$ cat src/design/psu_pkg.sv
// Shared types, constants and byte helpers for the PNG scanline unfilter unit.
`default_nettype none

package psu_pkg;

    localparam int          CFG_ADDR_W    = 3;
    localparam int          IMG_WIDTH_W   = 13;
    localparam int          COLOR_MODE_W  = 2;
    localparam int          CLAMP_W       = 15;
    localparam logic [7:0]  ALPHA_OPAQUE  = 8'hFF;

    // register select is paddr[2]
    localparam logic        REG_SEL_WIDTH = 1'b0;
    localparam logic        REG_SEL_MODE  = 1'b1;

    localparam logic [1:0]  MODE_GRAY     = 2'd0;
    localparam logic [1:0]  MODE_RGB      = 2'd1;
    localparam logic [1:0]  MODE_RGBA     = 2'd2;

    localparam logic [2:0]  CHANS_GRAY    = 3'd1;
    localparam logic [2:0]  CHANS_RGB     = 3'd3;
    localparam logic [2:0]  CHANS_RGBA    = 3'd4;

    typedef enum logic [2:0] {
        FILT_NONE  = 3'd0,
        FILT_SUB   = 3'd1,
        FILT_UP    = 3'd2,
        FILT_AVG   = 3'd3,
        FILT_PAETH = 3'd4
    } filt_t;

    typedef struct packed {
        logic       bad;
        logic [7:0] data;
        logic [1:0] ch;
        filt_t      filter;
        logic       first_row;
        logic       fresh;
        logic       row_end;
        logic       pix_end;
        logic [2:0] chans;
    } psu_item_t;

    function automatic logic [2:0] chan_count(input logic [1:0] mode);
        case (mode)
            MODE_GRAY: chan_count = CHANS_GRAY;
            MODE_RGB:  chan_count = CHANS_RGB;
            default:   chan_count = CHANS_RGBA;
        endcase
    endfunction

    function automatic logic [7:0] get_byte(input logic [31:0] w, input logic [1:0] ch);
        case (ch)
            2'd0:    get_byte = w[7:0];
            2'd1:    get_byte = w[15:8];
            2'd2:    get_byte = w[23:16];
            default: get_byte = w[31:24];
        endcase
    endfunction

    function automatic logic [31:0] put_byte(input logic [31:0] w, input logic [1:0] ch,
                                             input logic [7:0] v);
        logic [31:0] r;
        r = w;
        case (ch)
            2'd0:    r[7:0]   = v;
            2'd1:    r[15:8]  = v;
            2'd2:    r[23:16] = v;
            default: r[31:24] = v;
        endcase
        put_byte = r;
    endfunction

endpackage

`default_nettype wire

$ cat src/design/psu_row_ctl.sv
// Row sequencer: filter byte handling, error hold, column and channel tracking.
`default_nettype none

module psu_row_ctl #(
    parameter int ADDR_W = 14,
    parameter int LEN_W  = 15
) (
    input  wire logic              aclk,
    input  wire logic              aresetn,
    input  wire logic              accept,
    input  wire logic [7:0]        in_data,
    input  wire logic              in_start,
    input  wire logic [LEN_W-1:0]  row_len,
    input  wire logic [2:0]        chans,
    output logic                   load,
    output psu_pkg::psu_item_t     item,
    output logic [ADDR_W-1:0]      rd_addr,
    output logic                   rd_en
);
    import psu_pkg::*;

    logic [ADDR_W-1:0] col_reg, col_next;
    logic [1:0]        ch_reg, ch_next;
    logic              ars_reg, ars_next;
    logic              fr_reg, fr_next;
    logic              eh_reg, eh_next;
    filt_t             filt_reg, filt_next;

    logic              eh_eff, fr_eff, ars_eff;
    logic [LEN_W-1:0]  col_inc;
    logic              row_end, pix_end, sample, bad;

    always_ff @(posedge aclk) begin
        if (!aresetn) begin
            col_reg  <= '0;
            ch_reg   <= '0;
            ars_reg  <= 1'b1;
            fr_reg   <= 1'b1;
            eh_reg   <= 1'b0;
            filt_reg <= FILT_NONE;
        end else begin
            col_reg  <= col_next;
            ch_reg   <= ch_next;
            ars_reg  <= ars_next;
            fr_reg   <= fr_next;
            eh_reg   <= eh_next;
            filt_reg <= filt_next;
        end
    end

    assign eh_eff  = in_start ? 1'b0 : eh_reg;
    assign fr_eff  = in_start ? 1'b1 : fr_reg;
    assign ars_eff = in_start ? 1'b1 : ars_reg;

    assign col_inc = LEN_W'(col_reg) + LEN_W'(1);
    assign row_end = (col_inc >= row_len);
    assign pix_end = row_end || ((3'(ch_reg) + 3'd1) >= chans);

    always_comb begin
        col_next  = col_reg;
        ch_next   = ch_reg;
        ars_next  = ars_reg;
        fr_next   = fr_reg;
        eh_next   = eh_reg;
        filt_next = filt_reg;
        sample    = 1'b0;
        bad       = 1'b0;
        if (accept) begin
            eh_next  = eh_eff;
            fr_next  = fr_eff;
            ars_next = ars_eff;
            if (!eh_eff) begin
                if (ars_eff) begin
                    col_next = '0;
                    ch_next  = '0;
                    if (in_data > 8'(FILT_PAETH)) begin
                        bad     = 1'b1;
                        eh_next = 1'b1;
                    end else begin
                        filt_next = filt_t'(in_data[2:0]);
                        ars_next  = 1'b0;
                    end
                end else begin
                    sample = 1'b1;
                    if (!pix_end) begin
                        ch_next  = ch_reg + 2'd1;
                        col_next = col_inc[ADDR_W-1:0];
                    end else begin
                        ch_next = '0;
                        if (row_end) begin
                            col_next = '0;
                            ars_next = 1'b1;
                            fr_next  = 1'b0;
                        end else begin
                            col_next = col_inc[ADDR_W-1:0];
                        end
                    end
                end
            end
        end
    end

    always_comb begin
        item.bad       = bad;
        item.data      = in_data;
        item.ch        = ch_reg;
        item.filter    = filt_reg;
        item.first_row = fr_reg;
        item.fresh     = (col_reg == '0);
        item.row_end   = row_end && sample;
        item.pix_end   = pix_end && sample;
        item.chans     = chans;
    end

    assign load    = sample || bad;
    assign rd_en   = sample;
    assign rd_addr = col_reg;

endmodule

`default_nettype wire

$ cat config.mk
export PLATFORM = sky130hd
export DESIGN_NAME = psu_row_ctl
export DESIGN_NICKNAME = d
export VERILOG_FILES = /design/src/design/psu_pkg.sv /design/src/design/psu_row_ctl.sv
export SDC_FILE = /design/constraint.sdc
export NUM_CORES = 1
export LEC_CHECK = 0
export BUFFER_PORTS_ARGS = -buffer_cell sky130_fd_sc_hd__clkbuf_2
export CAP_MARGIN = 20
export CORE_UTILIZATION = 30
export DETAILED_ROUTE_END_ITERATION = 10
export HOLD_SLACK_MARGIN = 0.02
export PLACE_DENSITY = 0.55
export SLEW_MARGIN = 20
export SYNTH_ARGS = -nofsm -noshare
export SYNTH_HDL_FRONTEND = slang
export SYNTH_SLANG_ARGS = --single-unit
$ cat constraint.sdc
create_clock -name aclk -period 3.8 [get_ports aclk]
set_clock_uncertainty 0.1 [all_clocks]
set_input_delay 0.95 -clock aclk [delete_from_list [all_inputs] [get_ports aclk]]
set_output_delay 0.95 -clock aclk [all_outputs]
set_load 0.05 [all_outputs]
==> flow_metrics.env <==
export IMPL_synth_top_cell_area_share_pct=24.1
export IMPL_relSlewSlack_pct=63.2
export IMPL_synth_seq_area_share_pct=24.1
export IMPL_synth_edf_count=0
export IMPL_critPathArrivalTime_ps=2740
export IMPL_rsz0062_at_grt="yes"
export IMPL_max_clock_buf_depth=2
export IMPL_grt_start_max_net_pins=24
export IMPL_cts_tree="built"
export IMPL_startpoint_type="flop"
export IMPL_vias_per_cell=4.73
export IMPL_number_of_maximum_capacitance_constraint_violations=0
export IMPL_outcome="finished, final reports clean"
export IMPL_grt_pass1_vias=1592
export IMPL_fraction_of_layout_instances_using_a_drive_strength_above_1_pct=51.9
export IMPL_transition_time_of_the_tightest_slew_check_pin_ps=547
export IMPL_switching_power_uw=141
export IMPL_timing_final_max_slew_violations=0
export IMPL_clk_latency_ps=270
export IMPL_synth_top_cells_by_count="sky130_fd_sc_hd__dfxtp_1 (22), sky130_fd_sc_hd__ha_1 (22), sky130_fd_sc_hd__inv_1 (20)"
export IMPL_fin_crit_ps=3790
export IMPL_num_io_pins=67
export IMPL_synth_flop_cell="sky130_fd_sc_hd__dfxtp_1"
export IMPL_routed_via_count=1720
export IMPL_gpl_final_weighted_congestion=0.773
export IMPL_synth_warnings=0
export IMPL_worstHoldPathType="reg2reg"
export IMPL_clk_transition_reported_paths_ps=90
export IMPL_globalRouteOverflowTotal=0
export IMPL_fmaxAchievable_mhz=264
export IMPL_design_die_area_um2=6400
export IMPL_critical_path_endpoint_type="output pin"
export IMPL_grt_antenna_before_repair=0
export IMPL_postSynthCellCount=209
export IMPL_internal_power_uw=403
export IMPL_yosysTopAreaCell="sky130_fd_sc_hd__dfxtp_1"
export IMPL_firstDrtPassIters=4
export IMPL_starting_density_of_the_core_pct=31.0
export IMPL_largest_voltage_drop_on_the_vdd_net_uv=150
export IMPL_die_height_um=80.0
export IMPL_worst_endpoint_required_ps=2750
export IMPL_antenna_cells_inserted=0
export IMPL_final_nets=342
export IMPL_ctsRootBufferMaster="sky130_fd_sc_hd__clkbuf_8"
export IMPL_synthesis_area_per_instance_um2=8.73
export IMPL_fin_tns_setup_ps=0
export IMPL_ys_seq_elements=22
export IMPL_drc=0
export IMPL_fp_row_count=28
export IMPL_post_synth_num_cell_types=46
export IMPL_hold_viol_final=0
export IMPL_timing_final_crit_share_pct=99.7
export IMPL_postPlaceCellArea_um2=2290
export IMPL_synthesis_area_um2=1830
export IMPL_clock_network_fraction_of_total_power_pct=41.0
export IMPL_buffer_ports_inserted=66
export IMPL_post_drt_wl_per_cell_um=11.9
export IMPL_netSwitchingFraction_pct=26.0
export IMPL_cts_htree_levels=1
export IMPL_post_synthesis_net_count=261
export IMPL_grt_pass1_wl_um=7130
export IMPL_dp_final_hpwl_um=3420
export IMPL_totalWireLength_um=4320
export IMPL_track_usage_pct=14.1
export IMPL_area_delta_synth_final_pct=37.8
export IMPL_pwr_share_seq_pct=42.6
export IMPL_holdWs_ps=391
export IMPL_static_leakage_power_uw=0.00126
export IMPL_path_class="reg2out"
export IMPL_tritoncts_num_buffers=3
export IMPL_fp_dieW_um=80.0
export IMPL_cts_sink_count=22
export IMPL_first_iter_violations=49
export IMPL_antenna_violating_nets_post_route=0
export IMPL_synth_async_reset_ratio_pct=0
export IMPL_largest_register_ffs=14
export IMPL_largest_driver_fanout_on_the_critical_path=3
export IMPL_final_setup_viol_count=0
export IMPL_comb_power_share_pct=16.4
export IMPL_core_um2=5890
export IMPL_synthTopCellsByArea="sky130_fd_sc_hd__dfxtp_1 (24%), sky130_fd_sc_hd__ha_1 (15%), sky130_fd_sc_hd__buf_4 (5.3%), sky130_fd_sc_hd__nor2b_1 (4.5%), sky130_fd_sc_hd__xnor2_1 (4.3%)"
export IMPL_power_density_nw_per_um2=216
export IMPL_final_area_um2=2520
-- final timing paths --
check	from	end	slack [ps]	cells past startpoint
min	eh_reg	eh_reg	390	2
max reg2reg	rd_addr[4]	ch_reg[1]	920	13
min reg2reg	eh_reg	eh_reg	390	2
max	rd_addr[4]	item[3]	10	11
-- metrics by stage --
| stage | worst slack (ps) | total power [µW] | utilization (%) | instances |
|---|---|---|---|---|
| finish | 11.4 | 544 | 42.8 | 364 |
| global route | -92.3 | 570 | 42.8 | 364 |
| CTS | -15.3 | 549 | 41.7 | 361 |
| detailed placement | 23.4 | 326 | 38.9 | 354 |
| global placement | 52.0 | 326 | 38.9 | 354 |
| floorplan | 59.8 | 305 | - | 209 |
-- worst max-delay path: stages (launching register included) --
cell and delay [ps]:
sky130_fd_sc_hd__dfxtp_2 330, sky130_fd_sc_hd__and4_4 230, sky130_fd_sc_hd__and3_4 180, sky130_fd_sc_hd__nand4_1 120, sky130_fd_sc_hd__xnor2_2 170, sky130_fd_sc_hd__ha_1 270
sky130_fd_sc_hd__and2_4 160, sky130_fd_sc_hd__a221o_1 360, sky130_fd_sc_hd__a21oi_4 190, sky130_fd_sc_hd__o21ai_2 90, sky130_fd_sc_hd__o21a_2 220, sky130_fd_sc_hd__buf_8 150
-- logic make-up after synthesis --
family | Yosys count | share of synthesized area (%)
adder cells (fa/ha/maj) | 22 | 15.1
XOR/XNOR | 9 | 4.32
AO/OA/AOI/OAI | 37 | 17.4
buffers and inverters | 38 | 11.8
flip-flops | 22 | 24.1
AND/OR/NAND/NOR | 77 | 24.9
multiplexers | 4 | 2.40
-- final cells by class --
cell class | count | area (µm²)
fill | 620 | 3370
multi-input combinational | 149 | 1260
timing repair buffer | 94 | 561
sequential | 22 | 453
tap | 75 | 93.8
inverter | 20 | 75.1
clock buffer | 3 | 41.3
clock inverter | 1 | 30.0
-- power groups by stage --
stage	clock [µW]	combinational (µW)	sequential [µW]
after floorplan	0	67.0	238
after global placement	0	88.6	237
after global routing	239	98.1	232
final	223	89.4	232
after CTS	227	90.1	232
after detailed placement	0	88.8	237
-- routing by layer --
layer	track usage, %	vias to the layer above	wire, µm
li1	-	879	-
met1	17.4	786	1960
met2	25.4	53	2080
met3	3.43	2	270
met4	1.61	0	11
met5	0	-	0
-- cells in the final DEF (no fill, tap or decap), drive strengths merged --
cell type / count
ha: 22
and2: 6
o311a: 1
and3: 3
nor2b: 20
clkbuf: 67
o211a: 1
a32oi: 1
a21boi: 3
buf: 30
a21oi: 4
bufinv: 1
nand3b: 2
or4: 1
nor3b: 1
nor4b: 1
a22oi: 11
o21ai: 7
a211oi: 1
a21o: 4
nand3: 9
mux2i: 4
nor4: 1
or2: 4
nand2b: 3
o21a: 1
o211ai: 1
xnor2: 9
inv: 20
nand2: 9
and4: 2
o22ai: 1
dfxtp: 22
nand4: 4
a221o: 1
nor2: 8
nor3: 3
-- what timing repair did --
item / in CTS / in global routing
gates cloned: 0 / 0
gates resized for setup: 17 / 11
setup buffers: 3 / 3
endpoints found under the hold margin: 0 / 0
pin swaps: 5 / 12
setup endpoints to repair: 2 / 2
hold buffers: 0 / 0
(Power assumes the default switching activity.)
