$ cat src/design/psu_pkg.sv
// Shared types, constants and byte helpers for the PNG scanline unfilter unit.
`default_nettype none

package psu_pkg;

    localparam int          CFG_ADDR_W    = 3;
    localparam int          IMG_WIDTH_W   = 13;
    localparam int          COLOR_MODE_W  = 2;
    localparam int          CLAMP_W       = 15;
    localparam logic [7:0]  ALPHA_OPAQUE  = 8'hFF;

    // register select is paddr[2]
    localparam logic        REG_SEL_WIDTH = 1'b0;
    localparam logic        REG_SEL_MODE  = 1'b1;

    localparam logic [1:0]  MODE_GRAY     = 2'd0;
    localparam logic [1:0]  MODE_RGB      = 2'd1;
    localparam logic [1:0]  MODE_RGBA     = 2'd2;

    localparam logic [2:0]  CHANS_GRAY    = 3'd1;
    localparam logic [2:0]  CHANS_RGB     = 3'd3;
    localparam logic [2:0]  CHANS_RGBA    = 3'd4;

    typedef enum logic [2:0] {
        FILT_NONE  = 3'd0,
        FILT_SUB   = 3'd1,
        FILT_UP    = 3'd2,
        FILT_AVG   = 3'd3,
        FILT_PAETH = 3'd4
    } filt_t;

    typedef struct packed {
        logic       bad;
        logic [7:0] data;
        logic [1:0] ch;
        filt_t      filter;
        logic       first_row;
        logic       fresh;
        logic       row_end;
        logic       pix_end;
        logic [2:0] chans;
    } psu_item_t;

    function automatic logic [2:0] chan_count(input logic [1:0] mode);
        case (mode)
            MODE_GRAY: chan_count = CHANS_GRAY;
            MODE_RGB:  chan_count = CHANS_RGB;
            default:   chan_count = CHANS_RGBA;
        endcase
    endfunction

    function automatic logic [7:0] get_byte(input logic [31:0] w, input logic [1:0] ch);
        case (ch)
            2'd0:    get_byte = w[7:0];
            2'd1:    get_byte = w[15:8];
            2'd2:    get_byte = w[23:16];
            default: get_byte = w[31:24];
        endcase
    endfunction

    function automatic logic [31:0] put_byte(input logic [31:0] w, input logic [1:0] ch,
                                             input logic [7:0] v);
        logic [31:0] r;
        r = w;
        case (ch)
            2'd0:    r[7:0]   = v;
            2'd1:    r[15:8]  = v;
            2'd2:    r[23:16] = v;
            default: r[31:24] = v;
        endcase
        put_byte = r;
    endfunction

endpackage

`default_nettype wire

$ cat src/design/psu_recon.sv
// Reconstruction stage: prediction, pixel assembly and the output register.
`default_nettype none

module psu_recon #(
    parameter int ADDR_W = 14
) (
    input  wire logic               aclk,
    input  wire logic               aresetn,
    input  wire logic               load,
    input  wire psu_pkg::psu_item_t item_in,
    input  wire logic [ADDR_W-1:0]  col_in,
    input  wire logic [7:0]         rd_data,
    input  wire logic               m_tready,
    output logic                    ready,
    output logic                    wr_en,
    output logic [ADDR_W-1:0]       wr_addr,
    output logic [7:0]              wr_data,
    output logic                    m_tvalid,
    output logic [31:0]             m_tdata,
    output logic                    m_tlast,
    output logic [0:0]              m_tuser
);
    import psu_pkg::*;

    logic              s1_valid_reg, s1_valid_next;
    psu_item_t         it_reg;
    logic [ADDR_W-1:0] waddr_reg;
    logic [31:0]       left_reg, left_next;
    logic [31:0]       ul_reg, ul_next;
    logic [23:0]       gather_reg, gather_next;
    logic              out_valid_reg, out_valid_next;
    logic [31:0]       out_data_reg, out_data_next;
    logic              out_last_reg, out_last_next;
    logic              out_bad_reg, out_bad_next;

    logic              adv, produce;
    logic [31:0]       left_base, ul_base;
    logic [23:0]       gather_base;
    logic [7:0]        a, b, c, pred, val;
    logic [8:0]        sum_ab;
    logic signed [9:0] pa, pb, pc, d_bc, d_ac, d_abc;
    logic [7:0]        px0, px1, px2, px3;

    assign adv   = s1_valid_reg && (!produce || !out_valid_reg || m_tready);
    assign ready = !s1_valid_reg || adv;

    assign left_base   = it_reg.fresh ? '0 : left_reg;
    assign ul_base     = it_reg.fresh ? '0 : ul_reg;
    assign gather_base = it_reg.fresh ? '0 : gather_reg;

    assign a = get_byte(left_base, it_reg.ch);
    assign b = it_reg.first_row ? 8'd0 : rd_data;
    assign c = it_reg.first_row ? 8'd0 : get_byte(ul_base, it_reg.ch);

    assign sum_ab = {1'b0, a} + {1'b0, b};
    assign d_bc   = $signed({2'b00, b}) - $signed({2'b00, c});
    assign d_ac   = $signed({2'b00, a}) - $signed({2'b00, c});
    assign d_abc  = $signed({2'b00, a}) + $signed({2'b00, b}) - $signed({1'b0, c, 1'b0});
    assign pa     = (d_bc < 0)  ? -d_bc  : d_bc;
    assign pb     = (d_ac < 0)  ? -d_ac  : d_ac;
    assign pc     = (d_abc < 0) ? -d_abc : d_abc;

    always_comb begin
        case (it_reg.filter)
            FILT_SUB: pred = a;
            FILT_UP:  pred = b;
            FILT_AVG: pred = sum_ab[8:1];
            FILT_PAETH: begin
                if (pa <= pb && pa <= pc) begin
                    pred = a;
                end else if (pb <= pc) begin
                    pred = b;
                end else begin
                    pred = c;
                end
            end
            default:  pred = 8'd0;
        endcase
    end

    assign val = it_reg.data + pred;

    always_comb begin
        px0 = gather_base[7:0];
        px1 = gather_base[15:8];
        px2 = gather_base[23:16];
        px3 = 8'd0;
        case (it_reg.ch)
            2'd0:    px0 = val;
            2'd1:    px1 = val;
            2'd2:    px2 = val;
            default: px3 = val;
        endcase
    end

    assign produce = it_reg.bad || it_reg.pix_end;

    always_comb begin
        left_next      = left_reg;
        ul_next        = ul_reg;
        gather_next    = gather_reg;
        s1_valid_next  = load ? 1'b1 : (adv ? 1'b0 : s1_valid_reg);
        out_valid_next = (adv && produce) ? 1'b1 : (m_tready ? 1'b0 : out_valid_reg);
        out_data_next  = out_data_reg;
        out_last_next  = out_last_reg;
        out_bad_next   = out_bad_reg;
        if (adv && !it_reg.bad) begin
            left_next = put_byte(left_base, it_reg.ch, val);
            ul_next   = put_byte(ul_base, it_reg.ch, b);
            if (it_reg.pix_end) begin
                gather_next = '0;
            end else if (it_reg.ch != 2'd3) begin
                gather_next = 24'(put_byte({8'd0, gather_base}, it_reg.ch, val));
            end
        end
        if (adv && produce) begin
            out_bad_next  = it_reg.bad;
            out_last_next = it_reg.row_end;
            if (it_reg.bad) begin
                out_data_next = '0;
            end else if (it_reg.chans == CHANS_GRAY) begin
                out_data_next = {ALPHA_OPAQUE, val, val, val};
            end else if (it_reg.chans == CHANS_RGB) begin
                out_data_next = {ALPHA_OPAQUE, px2, px1, px0};
            end else begin
                out_data_next = {px3, px2, px1, px0};
            end
        end
    end

    always_ff @(posedge aclk) begin
        if (!aresetn) begin
            s1_valid_reg  <= 1'b0;
            out_valid_reg <= 1'b0;
            left_reg      <= '0;
            ul_reg        <= '0;
            gather_reg    <= '0;
        end else begin
            s1_valid_reg  <= s1_valid_next;
            out_valid_reg <= out_valid_next;
            left_reg      <= left_next;
            ul_reg        <= ul_next;
            gather_reg    <= gather_next;
        end
    end

    always_ff @(posedge aclk) begin
        if (load) begin
            it_reg    <= item_in;
            waddr_reg <= col_in;
        end
        out_data_reg <= out_data_next;
        out_last_reg <= out_last_next;
        out_bad_reg  <= out_bad_next;
    end

    assign wr_en   = adv && !it_reg.bad;
    assign wr_addr = waddr_reg;
    assign wr_data = val;

    assign m_tvalid   = out_valid_reg;
    assign m_tdata    = out_data_reg;
    assign m_tlast    = out_last_reg;
    assign m_tuser[0] = out_bad_reg;

endmodule

`default_nettype wire

$ cat config.mk
export PLATFORM = sky130hd
export DESIGN_NAME = psu_recon
export DESIGN_NICKNAME = d
export VERILOG_FILES = /design/src/design/psu_pkg.sv /design/src/design/psu_recon.sv
export SDC_FILE = /design/constraint.sdc
export NUM_CORES = 1
export LEC_CHECK = 0
export BUFFER_PORTS_ARGS = -buffer_cell sky130_fd_sc_hd__buf_2
export CORE_AREA = 2 2 123 149
export CTS_CLUSTER_DIAMETER = 200
export DETAILED_ROUTE_END_ITERATION = 6
export DIE_AREA = 0 0 125 151
export PLACE_DENSITY = 0.84
export SETUP_SLACK_MARGIN = 0.4
export SLEW_MARGIN = 20
export SYNTH_ARGS = -nofsm -noshare
export SYNTH_HDL_FRONTEND = slang
export SYNTH_SLANG_ARGS = --single-unit
export TNS_END_PERCENT = 50
$ cat constraint.sdc
create_clock -name aclk -period 16.7 [get_ports aclk]
set_input_delay 1.67 -clock aclk [delete_from_list [all_inputs] [get_ports aclk]]
set_output_delay 1.67 -clock aclk [all_outputs]
set_load 0.03 [all_outputs]
==> metrics.cfg <==
[cts]
clock_latency_ps=420
htree_levels=4
postCtsHoldBufs=0
clockRootBuffer=clkbuf_16
cts_resized=0
max-clock-path-buffers=2
cts.sinks=159
cts_tree=done
post-cts-setup-buffers=0
clk_pin_slew_ps=70
cts_buffers=17

[grt]
grt_pass1_vias=8625
grt_usage=0.286
grt_first_pass_wirelength_um=43400
grt_max_degree=105
antenna_found_initial=0
overflow=0

[critical_path]
r2r-start=it_reg[10]
cp_max_fo=26
cp_num_cells=36
critPathTopFamily=compound AO/OA/AOI/OAI gates
cp.required_ps=15030
r2r_end=m_tdata[7]
end_kind=output pin
cpPeakStageDelay_ps=620
start_kind=flip-flop
rrSetupSlack_ps=7280
cp_common_cell=a21oi_1
slowest_stage=nor3_1
path_buf_inv=5
worstSetupPathType=reg2out
ff2ff_path_depth=37
arrival_ps=9640

[sta]
worst_slew_pin_slew_ps=1170
fin_setup_tns_ps=0
fin_skew_ps=7.86
slew_headroom=0.220
hold_viol_final=0
rsz0062_at_grt=false
setup_viol=0
period_share=0.677
fmax_mhz=88.5
slew_violations=0
whs_ps=429
finalCriticalPeriod_ps=11310
worst_slack_ps=5390

[finish]
n_fill_cell=1398
multi_input_area_um2=6000
drive_gt1_frac=0.163
nNetsFinal=1319
fin_area_um2=11600
num_antenna_cells=0
syn_to_final_growth_pct=12.6
regArea_um2=3870

[place]
port_buffers=105
placed_area_um2=11000
gp_congestion=0.951
dp_hpwl_um=19400
dp_slack_ps=5940

[route]
vias=8894
vias_per_cell=6.24
dr.pass1.iters=7
wl_met1_um=10500
wirelength_um=27600
dr_wl_met2_um=13900
wl_met3_um=1750
wl_per_cell_um=19.4
drc=5
highest_layer=met4
drt_iter0_markers=845
antenna_left=0

[outcome]
status=finished, violations left
violations=DRC

[flow_run]
cap_violations=0

[synthesis]
ys_seq_elements=159
post_synth.cell_area_avg_um2=9.24
ys_async_sr_fraction=0
synth_top_area_share=0.202
yosys_warnings=0
syn-cell-area_um2=10300
netlist_instances=1112
synth_edf_count=69
yosysSeqAreaShare=0.377
synth_flop_cell=dfxtp_1
synth.distinct_cells=70
yosys.area.top_type=edfxtp_1
synthTopCellsByArea=edfxtp_1, dfxtp_1, ha_1

[power]
p_total_mw=1.28
total_leakage_power_nw=4.46
power.density_nw_per_um2=111
vdd_ir_drop_max_v=0.0000942

[die]
io_pins=106
core_area_um2=17400
initial_core_util=0.592
dieArea_um2=18900
die_y_um=151
rows=53
die_w_um=125

[worst_hold_path]
worstHoldStart=it_reg[4]
holdPathEnd=m_tlast
hp-class=reg2reg
holdPathStages=0

==> report_power, final <==
| group | switching, mW | leakage, nW | internal, mW | total [mW] |
|---|---|---|---|---|
| logic | 0.306 | 2.80 | 0.177 | 0.482 |
| clock network | 0.173 | 0.270 | 0.198 | 0.371 |
| registers | 0.00865 | 1.39 | 0.423 | 0.432 |
| total | 0.487 | 4.46 | 0.797 | 1.28 |
==> per-layer routing <==
| metal | global-route usage | vias up |
|---|---|---|
| met1 | 0.338 | 4204 |
| li1 | - | 4186 |
| met3 | 0.0378 | 92 |
| met4 | 0.158 | 0 |
| met2 | 0.506 | 412 |
| met5 | 0 | - |
==> worst max path at each step <==
stage,from,endpoint,slack [ps]
finish,it_reg[10],wr_data[7],5390
detailed placement,rd_data[2],wr_data[7],5940
CTS,it_reg[10],wr_data[7],5540
global route,it_reg[10],wr_data[7],4690
floorplan,rd_data[2],wr_data[7],6950
global placement,rd_data[2],wr_data[7],6090
==> synthesized netlist by cell type (all sizes together), types with 9 or more instances <==
library cell / instances
xnor2: 21
edfxtp: 69
nand3: 22
nor3: 21
a211oi: 9
nand2b: 31
o211ai: 24
clkbuf: 57
and2: 9
fa: 11
dfxtp: 90
inv: 51
xor2: 20
nor2: 104
nor3b: 22
nand2: 46
ha: 69
a21o: 10
o21a: 12
a21oi: 81
o21ai: 45
a22oi: 84
nor2b: 97
==> kinds of logic after synthesis <==
group | Yosys count | synth area share
adder cells (fa/ha/maj) | 80 | 0.105
AND/OR/NAND/NOR | 380 | 0.197
buffers and inverters | 116 | 0.0435
XOR/XNOR | 41 | 0.0349
flip-flops | 159 | 0.377
AO/OA/AOI/OAI | 316 | 0.213
other | 2 | 0.000731
multiplexers | 18 | 0.0280
==> cell type report <==
class / instances / area share
multi-input combinational: 839 / 0.518
sequential: 159 / 0.335
timing repair buffer: 124 / 0.0577
clock buffer: 17 / 0.0367
tap: 220 / 0.0238
inverter: 51 / 0.0165
clock inverter: 15 / 0.0121
==> metrics by stage <==
step,instances,utilization
final,1425,0.666
after global routing,1425,0.666
after CTS,1425,0.665
after detailed placement,1393,0.632
after global placement,1393,0.632
after floorplan,1114,-
==> cell usage in the layout (no fill, tap or decap), types with 30 or more instances in the layout <==
| cell | Yosys | layout |
|---|---|---|
| o21ai_0 | 35 | 35 |
| dfxtp_1 | 90 | 90 |
| buf_2 | 3 | 105 |
| edfxtp_1 | 69 | 69 |
| nor2b_1 | 97 | 97 |
| nor2_1 | 104 | 103 |
| a21oi_1 | 81 | 81 |
| inv_1 | 51 | 51 |
| nand2b_1 | 30 | 30 |
| nand2_1 | 46 | 46 |
| ha_1 | 69 | 69 |
| a22oi_1 | 84 | 84 |
No activity file was read; power rests on OpenSTA's default activity.
